===== config.mk =====
export PLATFORM = sky130hd
export DESIGN_NAME = tabular_q_learning_corridor
export DESIGN_NICKNAME = d
export VERILOG_FILES = /design/src/hw/rtl/qlc_pkg.sv /design/src/hw/rtl/qlc_ram.sv /design/src/hw/rtl/tabular_q_learning_corridor.sv
export SDC_FILE = /design/constraint.sdc
export NUM_CORES = 2
export LEC_CHECK = 0
export ABC_AREA = 1
export BUFFER_PORTS_ARGS = -buffer_cell sky130_fd_sc_hd__buf_2
export CORE_UTILIZATION = 55
export DETAILED_ROUTE_END_ITERATION = 7
export PLACE_DENSITY = 0.74
export SETUP_SLACK_MARGIN = 0.15
export SLEW_MARGIN = 20
export SYNTH_ARGS = -nofsm -noshare
export SYNTH_HDL_FRONTEND = slang
export SYNTH_SLANG_ARGS = --single-unit

===== constraint.sdc =====
create_clock -name i_clk -period 7.9 [get_ports i_clk]
set_input_delay 1.58 -clock i_clk [delete_from_list [all_inputs] [get_ports i_clk]]
set_output_delay 1.58 -clock i_clk [all_outputs]
set_load 0.02 [all_outputs]

===== src/hw/rtl/qlc_pkg.sv =====
// ----------------------------------------------------------------------------
// qlc_pkg
// Shared types, constants and defaults for the Q-learning corridor block.
// ----------------------------------------------------------------------------
package qlc_pkg;

    localparam int QLC_MAX_CELLS = 64;
    localparam int QLC_Q_WIDTH   = 16;

    localparam int CFG_IDX_W  = 3;
    localparam int CFG_DATA_W = 17;
    localparam int NS_REG_W   = 7;
    localparam int RATE_W     = 17;
    localparam int EPI_W      = 16;
    localparam int DRAW_W     = 16;
    localparam int FRAC_W     = 16;
    localparam int POS_OUT_W  = 6;
    localparam int Q_OUT_W    = 16;

    localparam logic [CFG_IDX_W-1:0] REG_N_STATES     = 3'd0;
    localparam logic [CFG_IDX_W-1:0] REG_EPSILON      = 3'd1;
    localparam logic [CFG_IDX_W-1:0] REG_ALPHA        = 3'd2;
    localparam logic [CFG_IDX_W-1:0] REG_GAMMA        = 3'd3;
    localparam logic [CFG_IDX_W-1:0] REG_MAX_EPISODES = 3'd4;

    localparam logic [NS_REG_W-1:0] RST_N_STATES     = 7'd6;
    localparam logic [RATE_W-1:0]   RST_EPSILON      = 17'd58982;
    localparam logic [RATE_W-1:0]   RST_ALPHA        = 17'd6554;
    localparam logic [RATE_W-1:0]   RST_GAMMA        = 17'd58982;
    localparam logic [EPI_W-1:0]    RST_MAX_EPISODES = 16'd13;

    localparam logic [EPI_W-1:0] EPI_SAT = 16'hFFFF;
    localparam int MIN_STATES = 3;
    localparam int ROUND_HALF = 32768;

    typedef enum logic [2:0] {
        S_CLEAR,
        S_IDLE,
        S_ROW_S,
        S_ROW_N,
        S_MAG,
        S_WRITE,
        S_FIN
    } t_state;

endpackage


===== src/hw/rtl/qlc_ram.sv =====
// ----------------------------------------------------------------------------
// qlc_ram
// Generic single-write, single-read RAM with registered read data.
// ----------------------------------------------------------------------------
module qlc_ram #(
    parameter int WIDTH = 32,
    parameter int DEPTH = 64
) (
    input  logic                                  i_clk,
    input  logic                                  i_we,
    input  logic [((DEPTH > 1) ? $clog2(DEPTH) : 1)-1:0] i_waddr,
    input  logic [WIDTH-1:0]                      i_wdata,
    input  logic [((DEPTH > 1) ? $clog2(DEPTH) : 1)-1:0] i_raddr,
    output logic [WIDTH-1:0]                      o_rdata
);

    logic [WIDTH-1:0] r_mem [DEPTH];

    always_ff @(posedge i_clk) begin
        if (i_we) begin
            r_mem[i_waddr] <= i_wdata;
        end
        o_rdata <= r_mem[i_raddr];
    end

endmodule


===== src/hw/rtl/tabular_q_learning_corridor.sv =====
// ----------------------------------------------------------------------------
// tabular_q_learning_corridor
// One tabular Q-learning step per item on a corridor with left/right actions,
// or a finished result once learning has stopped.
// After reset the block sweeps all MAX_CELLS rows (64 by default) of the Q
// RAM to zero, one row per cycle, and stalls input meanwhile; configuration
// writes are taken at any time. A learning step reads the current row as the
// item is accepted, then the next row in S_ROW_S, does a registered gamma
// multiply in S_ROW_N and a registered alpha multiply in S_MAG, and writes
// back and loads its result in S_WRITE. The next item is taken only back in
// S_IDLE, after the result is loaded, so items do not overlap; S_WRITE waits
// while the output is stalled. A step after learning has finished loads its
// result in S_FIN. The Q table keeps one row per cell holding both action
// values, in a RAM with one read and one write port. The result register lets
// the next item be accepted while a result still waits; the write-back waits
// until that register is free.
// ----------------------------------------------------------------------------
module tabular_q_learning_corridor
    import qlc_pkg::*;
#(
    parameter int MAX_CELLS = QLC_MAX_CELLS,
    parameter int Q_WIDTH   = QLC_Q_WIDTH
) (
    input  logic                  i_clk,
    input  logic                  i_rst_n,
    input  logic                  i_cfg_we,
    input  logic [CFG_IDX_W-1:0]  i_cfg_idx,
    input  logic [CFG_DATA_W-1:0] i_cfg_data,
    input  logic                  i_in_valid,
    output logic                  o_in_stall,
    input  logic [DRAW_W-1:0]     i_rnd_explore,
    input  logic                  i_rnd_action,
    output logic                  o_out_valid,
    input  logic                  i_out_stall,
    output logic                  o_chosen_action,
    output logic [POS_OUT_W-1:0]  o_position,
    output logic [POS_OUT_W-1:0]  o_next_position,
    output logic                  o_reward,
    output logic [Q_OUT_W-1:0]    o_q_updated,
    output logic                  o_episode_end,
    output logic [EPI_W-1:0]      o_episode_number,
    output logic                  o_finished
);

    localparam int CELL_W = (MAX_CELLS > 1) ? $clog2(MAX_CELLS) : 1;
    localparam int NS_W   = (CELL_W + 1 > NS_REG_W) ? CELL_W + 1 : NS_REG_W;
    localparam int ROW_W  = 2 * Q_WIDTH;
    localparam int T_W    = Q_WIDTH + 1;
    localparam int PROD_W = Q_WIDTH + RATE_W;
    localparam int SUM_W  = PROD_W + 1;
    localparam int MAG_W  = Q_WIDTH + 2;
    localparam int POS_W  = (CELL_W > POS_OUT_W) ? CELL_W : POS_OUT_W;
    localparam int OQ_W   = (Q_WIDTH > Q_OUT_W) ? Q_WIDTH : Q_OUT_W;

    localparam logic [Q_WIDTH-1:0] Q_ONE    = {1'b1, {(Q_WIDTH-1){1'b0}}};
    localparam logic [CELL_W-1:0]  LAST_ROW = CELL_W'(MAX_CELLS - 1);
    localparam logic [NS_W-1:0]    NS_MIN   = NS_W'(MIN_STATES);
    localparam logic [NS_W-1:0]    NS_MAX   = NS_W'(MAX_CELLS);
    localparam logic [SUM_W-1:0]   RND      = SUM_W'(ROUND_HALF);

    t_state r_state, n_state;

    // configuration
    logic [NS_REG_W-1:0] r_n_states;
    logic [RATE_W-1:0]   r_epsilon, r_alpha, r_gamma;
    logic [EPI_W-1:0]    r_max_episodes;

    // episode state
    logic [CELL_W-1:0] r_cell;
    logic [EPI_W-1:0]  r_count;
    logic              r_pending, r_done;
    logic [CELL_W-1:0] r_clr;

    // step datapath
    logic [DRAW_W-1:0]  r_draw;
    logic               r_ract;
    logic [Q_WIDTH-1:0] r_q0, r_q1, r_pred;
    logic [T_W-1:0]     r_target;
    logic               r_act, r_term, r_up;
    logic [CELL_W-1:0]  r_nxt;
    logic [MAG_W-1:0]   r_mag;

    // result register
    logic                 r_out_valid;
    logic                 r_out_act, r_out_rew, r_out_fin;
    logic [POS_OUT_W-1:0] r_out_pos, r_out_nxt;
    logic [Q_OUT_W-1:0]   r_out_q;
    logic [EPI_W-1:0]     r_out_epi;

    // control
    logic              in_acc, out_free, start, hit_limit, done_next;
    logic              ram_we, load_step, load_fin;
    logic [CELL_W-1:0] ram_waddr, ram_raddr, cell0;
    logic [ROW_W-1:0]  ram_wdata, ram_rdata;

    // combinational datapath
    logic [Q_WIDTH-1:0] rd_q0, rd_q1, mx, pred_c, qnew;
    logic [T_W-1:0]     diff;
    logic               explore, act_c, term_c;
    logic [CELL_W-1:0]  nxt_c;
    logic [NS_W-1:0]    ns_ext, ns_lim;
    logic [PROD_W-1:0]  prod_g, prod_a;
    logic [SUM_W-1:0]   sum_g, sum_a;
    logic [MAG_W:0]     inc;
    logic [POS_W-1:0]   pos_ext, nxt_ext;
    logic [OQ_W-1:0]    q_ext;

    qlc_ram #(
        .WIDTH (ROW_W),
        .DEPTH (MAX_CELLS)
    ) u_qram (
        .i_clk   (i_clk),
        .i_we    (ram_we),
        .i_waddr (ram_waddr),
        .i_wdata (ram_wdata),
        .i_raddr (ram_raddr),
        .o_rdata (ram_rdata)
    );

    assign out_free  = !r_out_valid || !i_out_stall;
    assign in_acc    = i_in_valid && !o_in_stall;
    assign start     = !r_done && r_pending;
    assign hit_limit = r_count >= r_max_episodes;
    assign done_next = r_done || (start && hit_limit);
    assign cell0     = start ? '0 : r_cell;

    // current row: policy and move
    assign rd_q0   = ram_rdata[Q_WIDTH-1:0];
    assign rd_q1   = ram_rdata[ROW_W-1:Q_WIDTH];
    assign explore = ({1'b0, r_draw} > r_epsilon) || (rd_q0 == '0 && rd_q1 == '0);
    assign act_c   = explore ? r_ract : (rd_q0 < rd_q1);
    assign pred_c  = act_c ? rd_q1 : rd_q0;
    assign ns_ext  = NS_W'(r_n_states);

    always_comb begin
        priority if (ns_ext < NS_MIN) begin
            ns_lim = NS_MIN;
        end else if (ns_ext > NS_MAX) begin
            ns_lim = NS_MAX;
        end else begin
            ns_lim = ns_ext;
        end
    end

    always_comb begin
        term_c = 1'b0;
        if (act_c) begin
            nxt_c  = (r_cell == LAST_ROW) ? r_cell : r_cell + 1'b1;
            term_c = NS_W'(r_cell) >= ns_lim - NS_W'(2);
        end else begin
            nxt_c = (r_cell == '0) ? '0 : r_cell - 1'b1;
        end
    end

    // next row: discounted target
    assign mx     = (rd_q0 >= rd_q1) ? rd_q0 : rd_q1;
    assign prod_g = PROD_W'(r_gamma) * PROD_W'(mx);
    assign sum_g  = SUM_W'(prod_g) + RND;

    // alpha step
    assign diff   = r_up ? r_target - T_W'(r_pred) : T_W'(r_pred) - r_target;
    assign prod_a = PROD_W'(diff) * PROD_W'(r_alpha);
    assign sum_a  = SUM_W'(prod_a) + RND;

    always_comb begin
        inc = (MAG_W + 1)'(r_pred) + (MAG_W + 1)'(r_mag);
        if (r_up) begin
            qnew = (inc > (MAG_W + 1)'(Q_ONE)) ? Q_ONE : inc[Q_WIDTH-1:0];
        end else begin
            qnew = (r_mag >= MAG_W'(r_pred)) ? '0 : r_pred - r_mag[Q_WIDTH-1:0];
        end
    end

    assign pos_ext = POS_W'(r_cell);
    assign nxt_ext = POS_W'(r_nxt);
    assign q_ext   = OQ_W'(qnew);

    // next state
    always_comb begin
        n_state = r_state;
        unique case (r_state)
            S_CLEAR: begin
                if (r_clr == LAST_ROW) n_state = S_IDLE;
            end
            S_IDLE: begin
                if (in_acc) n_state = done_next ? S_FIN : S_ROW_S;
            end
            S_ROW_S: n_state = S_ROW_N;
            S_ROW_N: n_state = S_MAG;
            S_MAG:   n_state = S_WRITE;
            S_WRITE: begin
                if (out_free) n_state = S_IDLE;
            end
            S_FIN: begin
                if (out_free) n_state = S_IDLE;
            end
            default: n_state = S_CLEAR;
        endcase
    end

    // control outputs
    always_comb begin
        o_in_stall = 1'b1;
        ram_we     = 1'b0;
        ram_waddr  = r_cell;
        ram_wdata  = '0;
        ram_raddr  = r_cell;
        load_step  = 1'b0;
        load_fin   = 1'b0;
        unique case (r_state)
            S_CLEAR: begin
                ram_we    = 1'b1;
                ram_waddr = r_clr;
            end
            S_IDLE: begin
                o_in_stall = 1'b0;
                ram_raddr  = cell0;
            end
            S_ROW_S: ram_raddr = nxt_c;
            S_ROW_N, S_MAG: ;
            S_WRITE: begin
                ram_we    = out_free;
                load_step = out_free;
                ram_wdata = r_act ? {qnew, r_q0} : {r_q1, qnew};
            end
            S_FIN: load_fin = out_free;
            default: ;
        endcase
    end

    // control registers
    always_ff @(posedge i_clk) begin
        if (!i_rst_n) begin
            r_state        <= S_CLEAR;
            r_clr          <= '0;
            r_n_states     <= RST_N_STATES;
            r_epsilon      <= RST_EPSILON;
            r_alpha        <= RST_ALPHA;
            r_gamma        <= RST_GAMMA;
            r_max_episodes <= RST_MAX_EPISODES;
            r_cell         <= '0;
            r_count        <= '0;
            r_pending      <= 1'b1;
            r_done         <= 1'b0;
            r_out_valid    <= 1'b0;
        end else begin
            r_state <= n_state;
            if (r_state == S_CLEAR) r_clr <= r_clr + 1'b1;
            if (i_cfg_we) begin
                unique case (i_cfg_idx)
                    REG_N_STATES:     r_n_states     <= i_cfg_data[NS_REG_W-1:0];
                    REG_EPSILON:      r_epsilon      <= i_cfg_data;
                    REG_ALPHA:        r_alpha        <= i_cfg_data;
                    REG_GAMMA:        r_gamma        <= i_cfg_data;
                    REG_MAX_EPISODES: r_max_episodes <= i_cfg_data[EPI_W-1:0];
                    default: ;
                endcase
            end
            if (in_acc && start) begin
                r_pending <= 1'b0;
                r_cell    <= '0;
                if (hit_limit) begin
                    r_done <= 1'b1;
                end else if (r_count != EPI_SAT) begin
                    r_count <= r_count + 1'b1;
                end
            end
            if (load_step) begin
                r_cell <= r_nxt;
                if (r_term) r_pending <= 1'b1;
            end
            if (load_step || load_fin) begin
                r_out_valid <= 1'b1;
            end else if (!i_out_stall) begin
                r_out_valid <= 1'b0;
            end
        end
    end

    // datapath and result registers
    always_ff @(posedge i_clk) begin
        if (in_acc) begin
            r_draw <= i_rnd_explore;
            r_ract <= i_rnd_action;
        end
        if (r_state == S_ROW_S) begin
            r_q0   <= rd_q0;
            r_q1   <= rd_q1;
            r_act  <= act_c;
            r_pred <= pred_c;
            r_nxt  <= nxt_c;
            r_term <= term_c;
        end
        if (r_state == S_ROW_N) begin
            r_target <= r_term ? T_W'(Q_ONE) : sum_g[FRAC_W +: T_W];
            r_up     <= r_term ? (Q_ONE >= r_pred) :
                                 (sum_g[FRAC_W +: T_W] >= T_W'(r_pred));
        end
        if (r_state == S_MAG) begin
            r_mag <= sum_a[FRAC_W +: MAG_W];
        end
        if (load_step) begin
            r_out_act <= r_act;
            r_out_pos <= pos_ext[POS_OUT_W-1:0];
            r_out_nxt <= nxt_ext[POS_OUT_W-1:0];
            r_out_rew <= r_term;
            r_out_q   <= q_ext[Q_OUT_W-1:0];
            r_out_epi <= r_count;
            r_out_fin <= 1'b0;
        end else if (load_fin) begin
            r_out_act <= 1'b0;
            r_out_pos <= pos_ext[POS_OUT_W-1:0];
            r_out_nxt <= pos_ext[POS_OUT_W-1:0];
            r_out_rew <= 1'b0;
            r_out_q   <= '0;
            r_out_epi <= r_count;
            r_out_fin <= 1'b1;
        end
    end

    assign o_out_valid      = r_out_valid;
    assign o_chosen_action  = r_out_act;
    assign o_position       = r_out_pos;
    assign o_next_position  = r_out_nxt;
    assign o_reward         = r_out_rew;
    assign o_q_updated      = r_out_q;
    assign o_episode_end    = r_out_rew;
    assign o_episode_number = r_out_epi;
    assign o_finished       = r_out_fin;

endmodule


# Word-level counts from Yosys, hierarchy flattened
# Memory sizes are Yosys's and may differ from the RTL's. A register that Yosys moved wholly into a read port is not among the register bits.
# Cells that the tools add are included.
# word_totals
memories	1
in_bits	42
mem_bits_rw	2048
elab_cells	147
output_inout_bits	50
mem_bits_ro	0
latchBits	0
ff_bits	264
# op_classes
bitwise	1
add_sub_neg	11
n_shift	0
muxes	46
n_reduce_logical	28
n_eq_ne	17
magnitude_cmp	11
mul	2
n_div	0
# memory_table
name	depth	width	read_ports	rd_ports_with_merged_regs	write_ports	line_no	source
u_qram.r_mem	64	32	1	1	1	qlc_ram.sv:17	logic [WIDTH-1:0] r_mem [DEPTH];
# op_table
op	n
16-bit two-way mux	9
32-bit two-way mux	2
6-bit two-way mux	10
33-bit by 16-bit adder with 34-bit output (second input constant)	1
33-bit by 16-bit adder with 33-bit output (second input constant)	1
17-bit by 16-bit multiplier with 33-bit output	1
17-bit by 17-bit multiplier with 33-bit output	1
16-bit >= comparator	2
16-bit zero test	2
16-bit by 18-bit adder with 19-bit output	1
19-bit by 16-bit > comparator with 1-bit output (second input constant)	1
18-bit by 16-bit >= comparator with 1-bit output	1
3-bit one-hot mux with 6 select lines	1
17-bit by 16-bit >= comparator with 1-bit output	1
16-bit by 17-bit > comparator with 1-bit output	1
17-bit two-way mux	1
16-bit by 17-bit subtractor with 17-bit output	1
17-bit by 16-bit subtractor with 17-bit output	1
16-bit by 1-bit adder with 16-bit output (second input constant)	1
16-bit >= comparator (first input constant)	1
16-bit less-than comparator	1
16-bit inequality test (second input constant)	1
16-bit subtractor	1
1-bit two-way mux	15
26 further kinds	58

# Depth between registers and ports, before layout
# depth
word_depth	7
mapped_depth	51
mapped_depth_nobuf	48

# Hierarchy
# Synthesis repeated with hierarchy kept, for this count alone.
# hier_totals
hier_cells	11282
hier_area_um2	117995.7
# modules_own_cells
mod	area_per_inst_um2	seq_area_each_um2	cells_each	instances
qlc_ram	82738.1	62139.6	6769	1
tabular_q_learning_corridor	35257.6	6836.6	4513	1

# Least setup slack after synthesis
# Ideal clock, no wire load.
# synth_path
path_kind	reg2reg
startpoint	register u_qram.o_rdata[31] (read register of u_qram.r_mem)
endpoint	register r_up (data pin)
arrival_time_ps	8070
path_stages_with_launch	45
synth_period_minus_slack_ps	8199
setup_time_ps	130
t_required_ps	7770
n_path_buf	3
path_slack_ps	-299
cell_sequence	dfxtp_1 -> inv_1 -> ha_1 -> nand2_1 -> nor4_2 -> a21oi_1 -> nand2_1 -> buf_2 -> clkbuf_1 -> nand2_1 -> o21ai_1 -> clkbuf_1 -> nor2_1 -> fa_1 -> inv_1 -> fa_1 -> fa_1 -> fa_1 -> [... 9 more ...] -> o31ai_1 -> a21oi_1 -> o21ai_0 -> nand4_1 -> o211ai_1 -> or2_2 -> nand2_1 -> inv_1 -> ha_1 -> nand2_1 -> nor2_1 -> nand2_1 -> inv_1 -> nor2_1 -> o21ai_0 -> nand2_1 -> a32o_1 -> nand2_1
# synth_between
elab_chain_cells	6
# synth_lines
element	line_no	source
start: declaration	qlc_ram.sv:14	output logic [WIDTH-1:0] o_rdata
16-bit >= comparator	tabular_q_learning_corridor.sv:156	assign mx = (rd_q0 >= rd_q1) ? rd_q0 : rd_q1;
16-bit two-way mux (*)	tabular_q_learning_corridor.sv:156	
17-bit by 16-bit multiplier with 33-bit output (*)	tabular_q_learning_corridor.sv:157	assign prod_g = PROD_W'(r_gamma) * PROD_W'(mx);
33-bit by 16-bit adder with 33-bit output (*)	tabular_q_learning_corridor.sv:158	assign sum_g = SUM_W'(prod_g) + RND;
named net sum_g[28]	tabular_q_learning_corridor.sv:103	logic [SUM_W-1:0] sum_g, sum_a;
17-bit by 16-bit >= comparator with 1-bit output (*)	tabular_q_learning_corridor.sv:297	(sum_g[FRAC_W +: T_W] >= T_W'(r_pred));
1-bit two-way mux (*)	tabular_q_learning_corridor.sv:296	r_up <= r_term ? (Q_ONE >= r_pred) :
end signal: assignment	tabular_q_learning_corridor.sv:296	
end: declaration	tabular_q_learning_corridor.sv:79	logic r_act, r_term, r_up;
# Mark *: on every way through the listed nets, which the timed path passes. The rest lies on a longest branch.
# A chain may end at the register's enable or synchronous reset.

# Worst setup path after layout
# layout_path
startpoint	register r_target[0]
endpoint	register r_mag[17] (data pin)
# layout_between
elab_chain_cells	4
elab_cells_between_ends	5
classes_between	add/sub: 3; mul: 1; mux: 1
# layout_lines
element	line_no	source
start: declaration	tabular_q_learning_corridor.sv:78	logic [T_W-1:0] r_target;
start signal: assignment	tabular_q_learning_corridor.sv:295	r_target <= r_term ? T_W'(Q_ONE) : sum_g[FRAC_W +: T_W];
16-bit by 17-bit subtractor with 17-bit output or 17-bit by 16-bit subtractor with 17-bit output (tied branches)	tabular_q_learning_corridor.sv:161	assign diff = r_up ? r_target - T_W'(r_pred) : T_W'(r_pred) - r_target;
17-bit two-way mux (*)	tabular_q_learning_corridor.sv:161	
17-bit by 17-bit multiplier with 33-bit output (*)	tabular_q_learning_corridor.sv:162	assign prod_a = PROD_W'(diff) * PROD_W'(r_alpha);
33-bit by 16-bit adder with 34-bit output (*)	tabular_q_learning_corridor.sv:163	assign sum_a = SUM_W'(prod_a) + RND;
named net sum_a[33]	tabular_q_learning_corridor.sv:103	
end signal: assignment	tabular_q_learning_corridor.sv:300	r_mag <= sum_a[FRAC_W +: MAG_W];
end: declaration	tabular_q_learning_corridor.sv:81	logic [MAG_W-1:0] r_mag;
# Marks and branches as above.

==> run summary <==
The run finished, with violations left. The checks that failed: negative setup slack. The clock latency of the later-clocked register in the worst-skew pair is 0.92 ns. The finished layout holds 16,000 standard cells, fillers aside. The total power density per cell area came out at 471 nW/um^2.

The global placer's final weighted congestion came out at 0.950. Entering global routing, the biggest net connects 183 pins. The overflow left after global routing came out at 0. In this design, the critical path's most frequently occurring cell is buf_6. After detailed routing, the average wire length per cell comes to 24.5 um. For this run, the top clock speed supported by timing is 0.120 GHz.

Of the total synthesized cell area, the portion taken by AND, OR, NAND and NOR gates is 22.6%. The longest individual stage delay on the worst path is 0.56 ns. After the first detailed-routing iteration, the DRC count stood at 13,000.

Of all cell types, the one taking the most synthesized area is edfxtp_1. The dominant register cell in the synthesized netlist is edfxtp_1. The share of flip-flops with an asynchronous set or reset came out at 0%. Leaving out fill and tap cells, the most frequent cell in the layout is nand2_1. The actual slew at the worst max-slew pin is 1.18 ns.

The final sum of negative setup slack is -5.87 ns. The share of post-route cells with drive strength above 1 came out at 13.3%. The fill cell total of the finished layout is 17,400. The source of the worst hold timing path is r_epsilon[7]. The standard cell with the maximum stage delay on the critical path is fa_1. The sum of net half-perimeters after detailed placement came out at 250,000 um.

The total vias in the final route came out at 94,500. The post-synthesis instance area came out at 124,000 um^2. In the layout the commonest cells are 2,748 x nand2_1, 2,280 x nand3_1, 2,203 x edfxtp_1.

The largest fanout of any net on the critical path is 5. The die is 476 um tall. The number of synthesized flops with an enable pin is 2,203.

After synthesis, the largest family of logic cells by area is simple AND/OR/NAND/NOR gates. The data required time at the worst endpoint is 8.59 ns. The depth of the CTS H-tree is 4.

The max-cap check violation count came out at 0. The final max-slew violation count is 0. The post-placement cell count came out at 15,500. Counting both buffers and inverters, the worst setup path holds a total of 16. The maximum root-to-sink buffer count is 3. The worst setup path is captured at a register. The average size of a mapped cell came out at 10.0 um^2. The number of setup violations in the final report is 18. The worst clock skew came out at 0.0885 ns.

The worst hold path belongs to the class reg -> reg. The clock tree from TritonCTS is built. Setup repair after global routing could not meet its margin everywhere. The overall fraction of global-route tracks in use came out at 34.0%.

From synthesis to final layout, the design area changed by 14.2%. The critical path in this run is classified as reg -> reg. The post-placement cell area came out at 131,000 um^2.

The post-detailed-routing wire length is 393,000 um. The headroom to the max-slew limit is 21.1%. The initial standard-cell utilization of the core is 55.5%. The final hold slack is 0.463 ns.

After Yosys synthesis, XOR and XNOR cells account for 0.559% of the synthesized area. In the routed design, unresolved DRC markers number 0. After floorplanning, the core was sized to cover 223,000 um^2. The final critical path takes up 105% of the cycle. The hold violation total from the final report is 0. The fraction of the yosys area taken by sequential cells came out at 55.7%.

The number of antenna violations at the first check in global routing is 13. After detailed routing, the number of vias per cell comes to 5.91. The slack of the worst reg-to-reg path is -0.43 ns. The first-pass GRT wire length came out at 580,000 um. The path with the worst hold slack has its endpoint at r_epsilon[7].

The area fraction in compound gates after synthesis is 2.60%. For the finished layout, the period the worst path requires is 8.33 ns. The beginning of the worst register-to-register path is r_target[0]. The number of cell instances on the worst register-to-register path is 43. After synthesis, the cell types taking the most area are edfxtp_1 53%, nand3_1 9.3%, nand2_1 8.5%. The worst setup path is launched from a register.

The data arrival time of the critical path came out at 9.01 ns. The pre-CTS setup slack is -1.06 ns. The share of the synthesized area in the top cell type is 53.4%.

At the end of the flow the core is filled with cells to 63.4%. The synthesis warning total is 0. The overall die width came out at 476 um.

The number of buffers added on ports came out at 91. The area of the die is 227,000 um^2. The number of standard-cell rows in the floorplan is 173.

The post-route worst setup slack is -0.425 ns. The instance count along the most critical hold path came out at 2. The kind of cell adding the most delay to the critical path is adder cells. The via count of the first global-routing pass is 91,600.

The reported leakage power is 59.4 nW. The netlist uses 65 different library cells. The number of detailed-route iterations in the first pass came out at 7. The worst register-to-register path ends at r_mag[17]. In this run, CTS created clock tree buffers numbering 225. The number of nets with antenna violations after routing came out at 0. With fillers left out, the area of the finished cells amounts to 141,000 um^2. The adder-cell area share of the yosys netlist came out at 10.8%.

The final total power is 66.5 mW. The gate count after technology mapping is 12,400. The number of clock sinks came out at 2,344.

The number of top-level design ports came out at 92. The synthesized design contains 2,344 register bits. The CTS clock-pin slew for the worst setup and hold paths is 0.06 ns. The cell at the root of the clock tree is clkbuf_16. The total nets after synthesis is 13,200.

The fraction of synthesized area in multiplexers is 0.00809%. For this run, the post-layout net count is 13,700. The worst-case vdd ir drop came out at 0.00235 V.
[timing repair]
| item | CTS | global route |
|---|---|---|
| setup buffers | 59 | 43 |
| gates cloned | 4 | 0 |
| hold buffers | 0 | 0 |
| gates resized for setup | 304 | 174 |
| setup endpoints to repair | 24 | 24 |
| pin swaps | 128 | 159 |
[synth_stat cells, types with 180 or more instances]
cell type / n
a21oi_1: 257
buf_2: 385
clkbuf_1: 238
edfxtp_1: 2203
fa_1: 432
ha_1: 373
inv_1: 1693
nand2_1: 2810
nand3_1: 2292
nand3b_1: 400
nor2_1: 506
o21ai_0: 180
[layer usage]
metal / track usage, % / up-vias / share of wire (%)
met3: 7.50 / 816 / 12
met1: 47.5 / 45700 / 39
met4: 12.0 / 8 / 3.7
met2: 52.6 / 5866 / 45
li1: - / 42100 / -
met5: 0 / - / 0.014
[power by group]
group          internal, mW  total (mW)  switching (mW)  leakage (nW)
sequential             14.0        14.0          0.0444          20.8
combinational          19.9        42.1            22.2          35.2
clock                  5.63        10.4            4.80          3.40
[worst register-to-register path: cells and delay by family (launching register included)]
kind,cells,cell delay (ns)
buffers and inverters,16,1.58
muxes,1,0.14
AOI/OAI and AO/OA,3,0.35
and+or+nand+nor,13,1.50
adders and majority gates,9,3.92
xor gates and xnor gates,1,0.24
DFF,1,0.45
[cell type report]
| class | instances | area (um^2) | area share (%) |
|---|---|---|---|
| inverters | 1712 | 6470 | 4.58 |
| diodes | 1 | 2.50 | 0.00177 |
| flip-flops and latches | 2344 | 69000 | 48.8 |
| repair buffers | 938 | 7590 | 5.37 |
| well taps | 2975 | 3720 | 2.63 |
| clock buffers | 297 | 5990 | 4.24 |
| clock inverters | 114 | 1060 | 0.749 |
| multi-input cells | 7625 | 47500 | 33.6 |
[logic make-up (layout without fill, tap and decap cells)]
group	after synthesis	after routing
simple gates	6162	6162
fa+ha+maj	805	805
xor+xnor	79	79
flops	2344	2344
other cells	0	1
buf+inv	2396	3061
compound gates	577	578
mux	1	1
[worst max path at each step]
| stage | start | endpoint | cells after the start |
|---|---|---|---|
| final | r_target[0] | r_mag[17] | 43 |
| after CTS | u_qram.o_rdata[23] | r_up | 44 |
| after global routing | r_target[0] | r_mag[16] | 43 |
| after global placement | r_pred[1] | r_mag[13] | 36 |
| after floorplan | u_qram.o_rdata[25] | r_up | 43 |
| after detailed placement | r_pred[1] | r_mag[11] | 36 |
[registers in the layout, summed over array words and instances (netlist names), 17 cells and up]
name and count:
r_epsilon 17, u_qram.o_rdata 32, r_target 17, r_mag 18, r_alpha 17, r_gamma 17
u_qram.r_mem 2048
No activity file was read; power rests on OpenSTA's default activity.
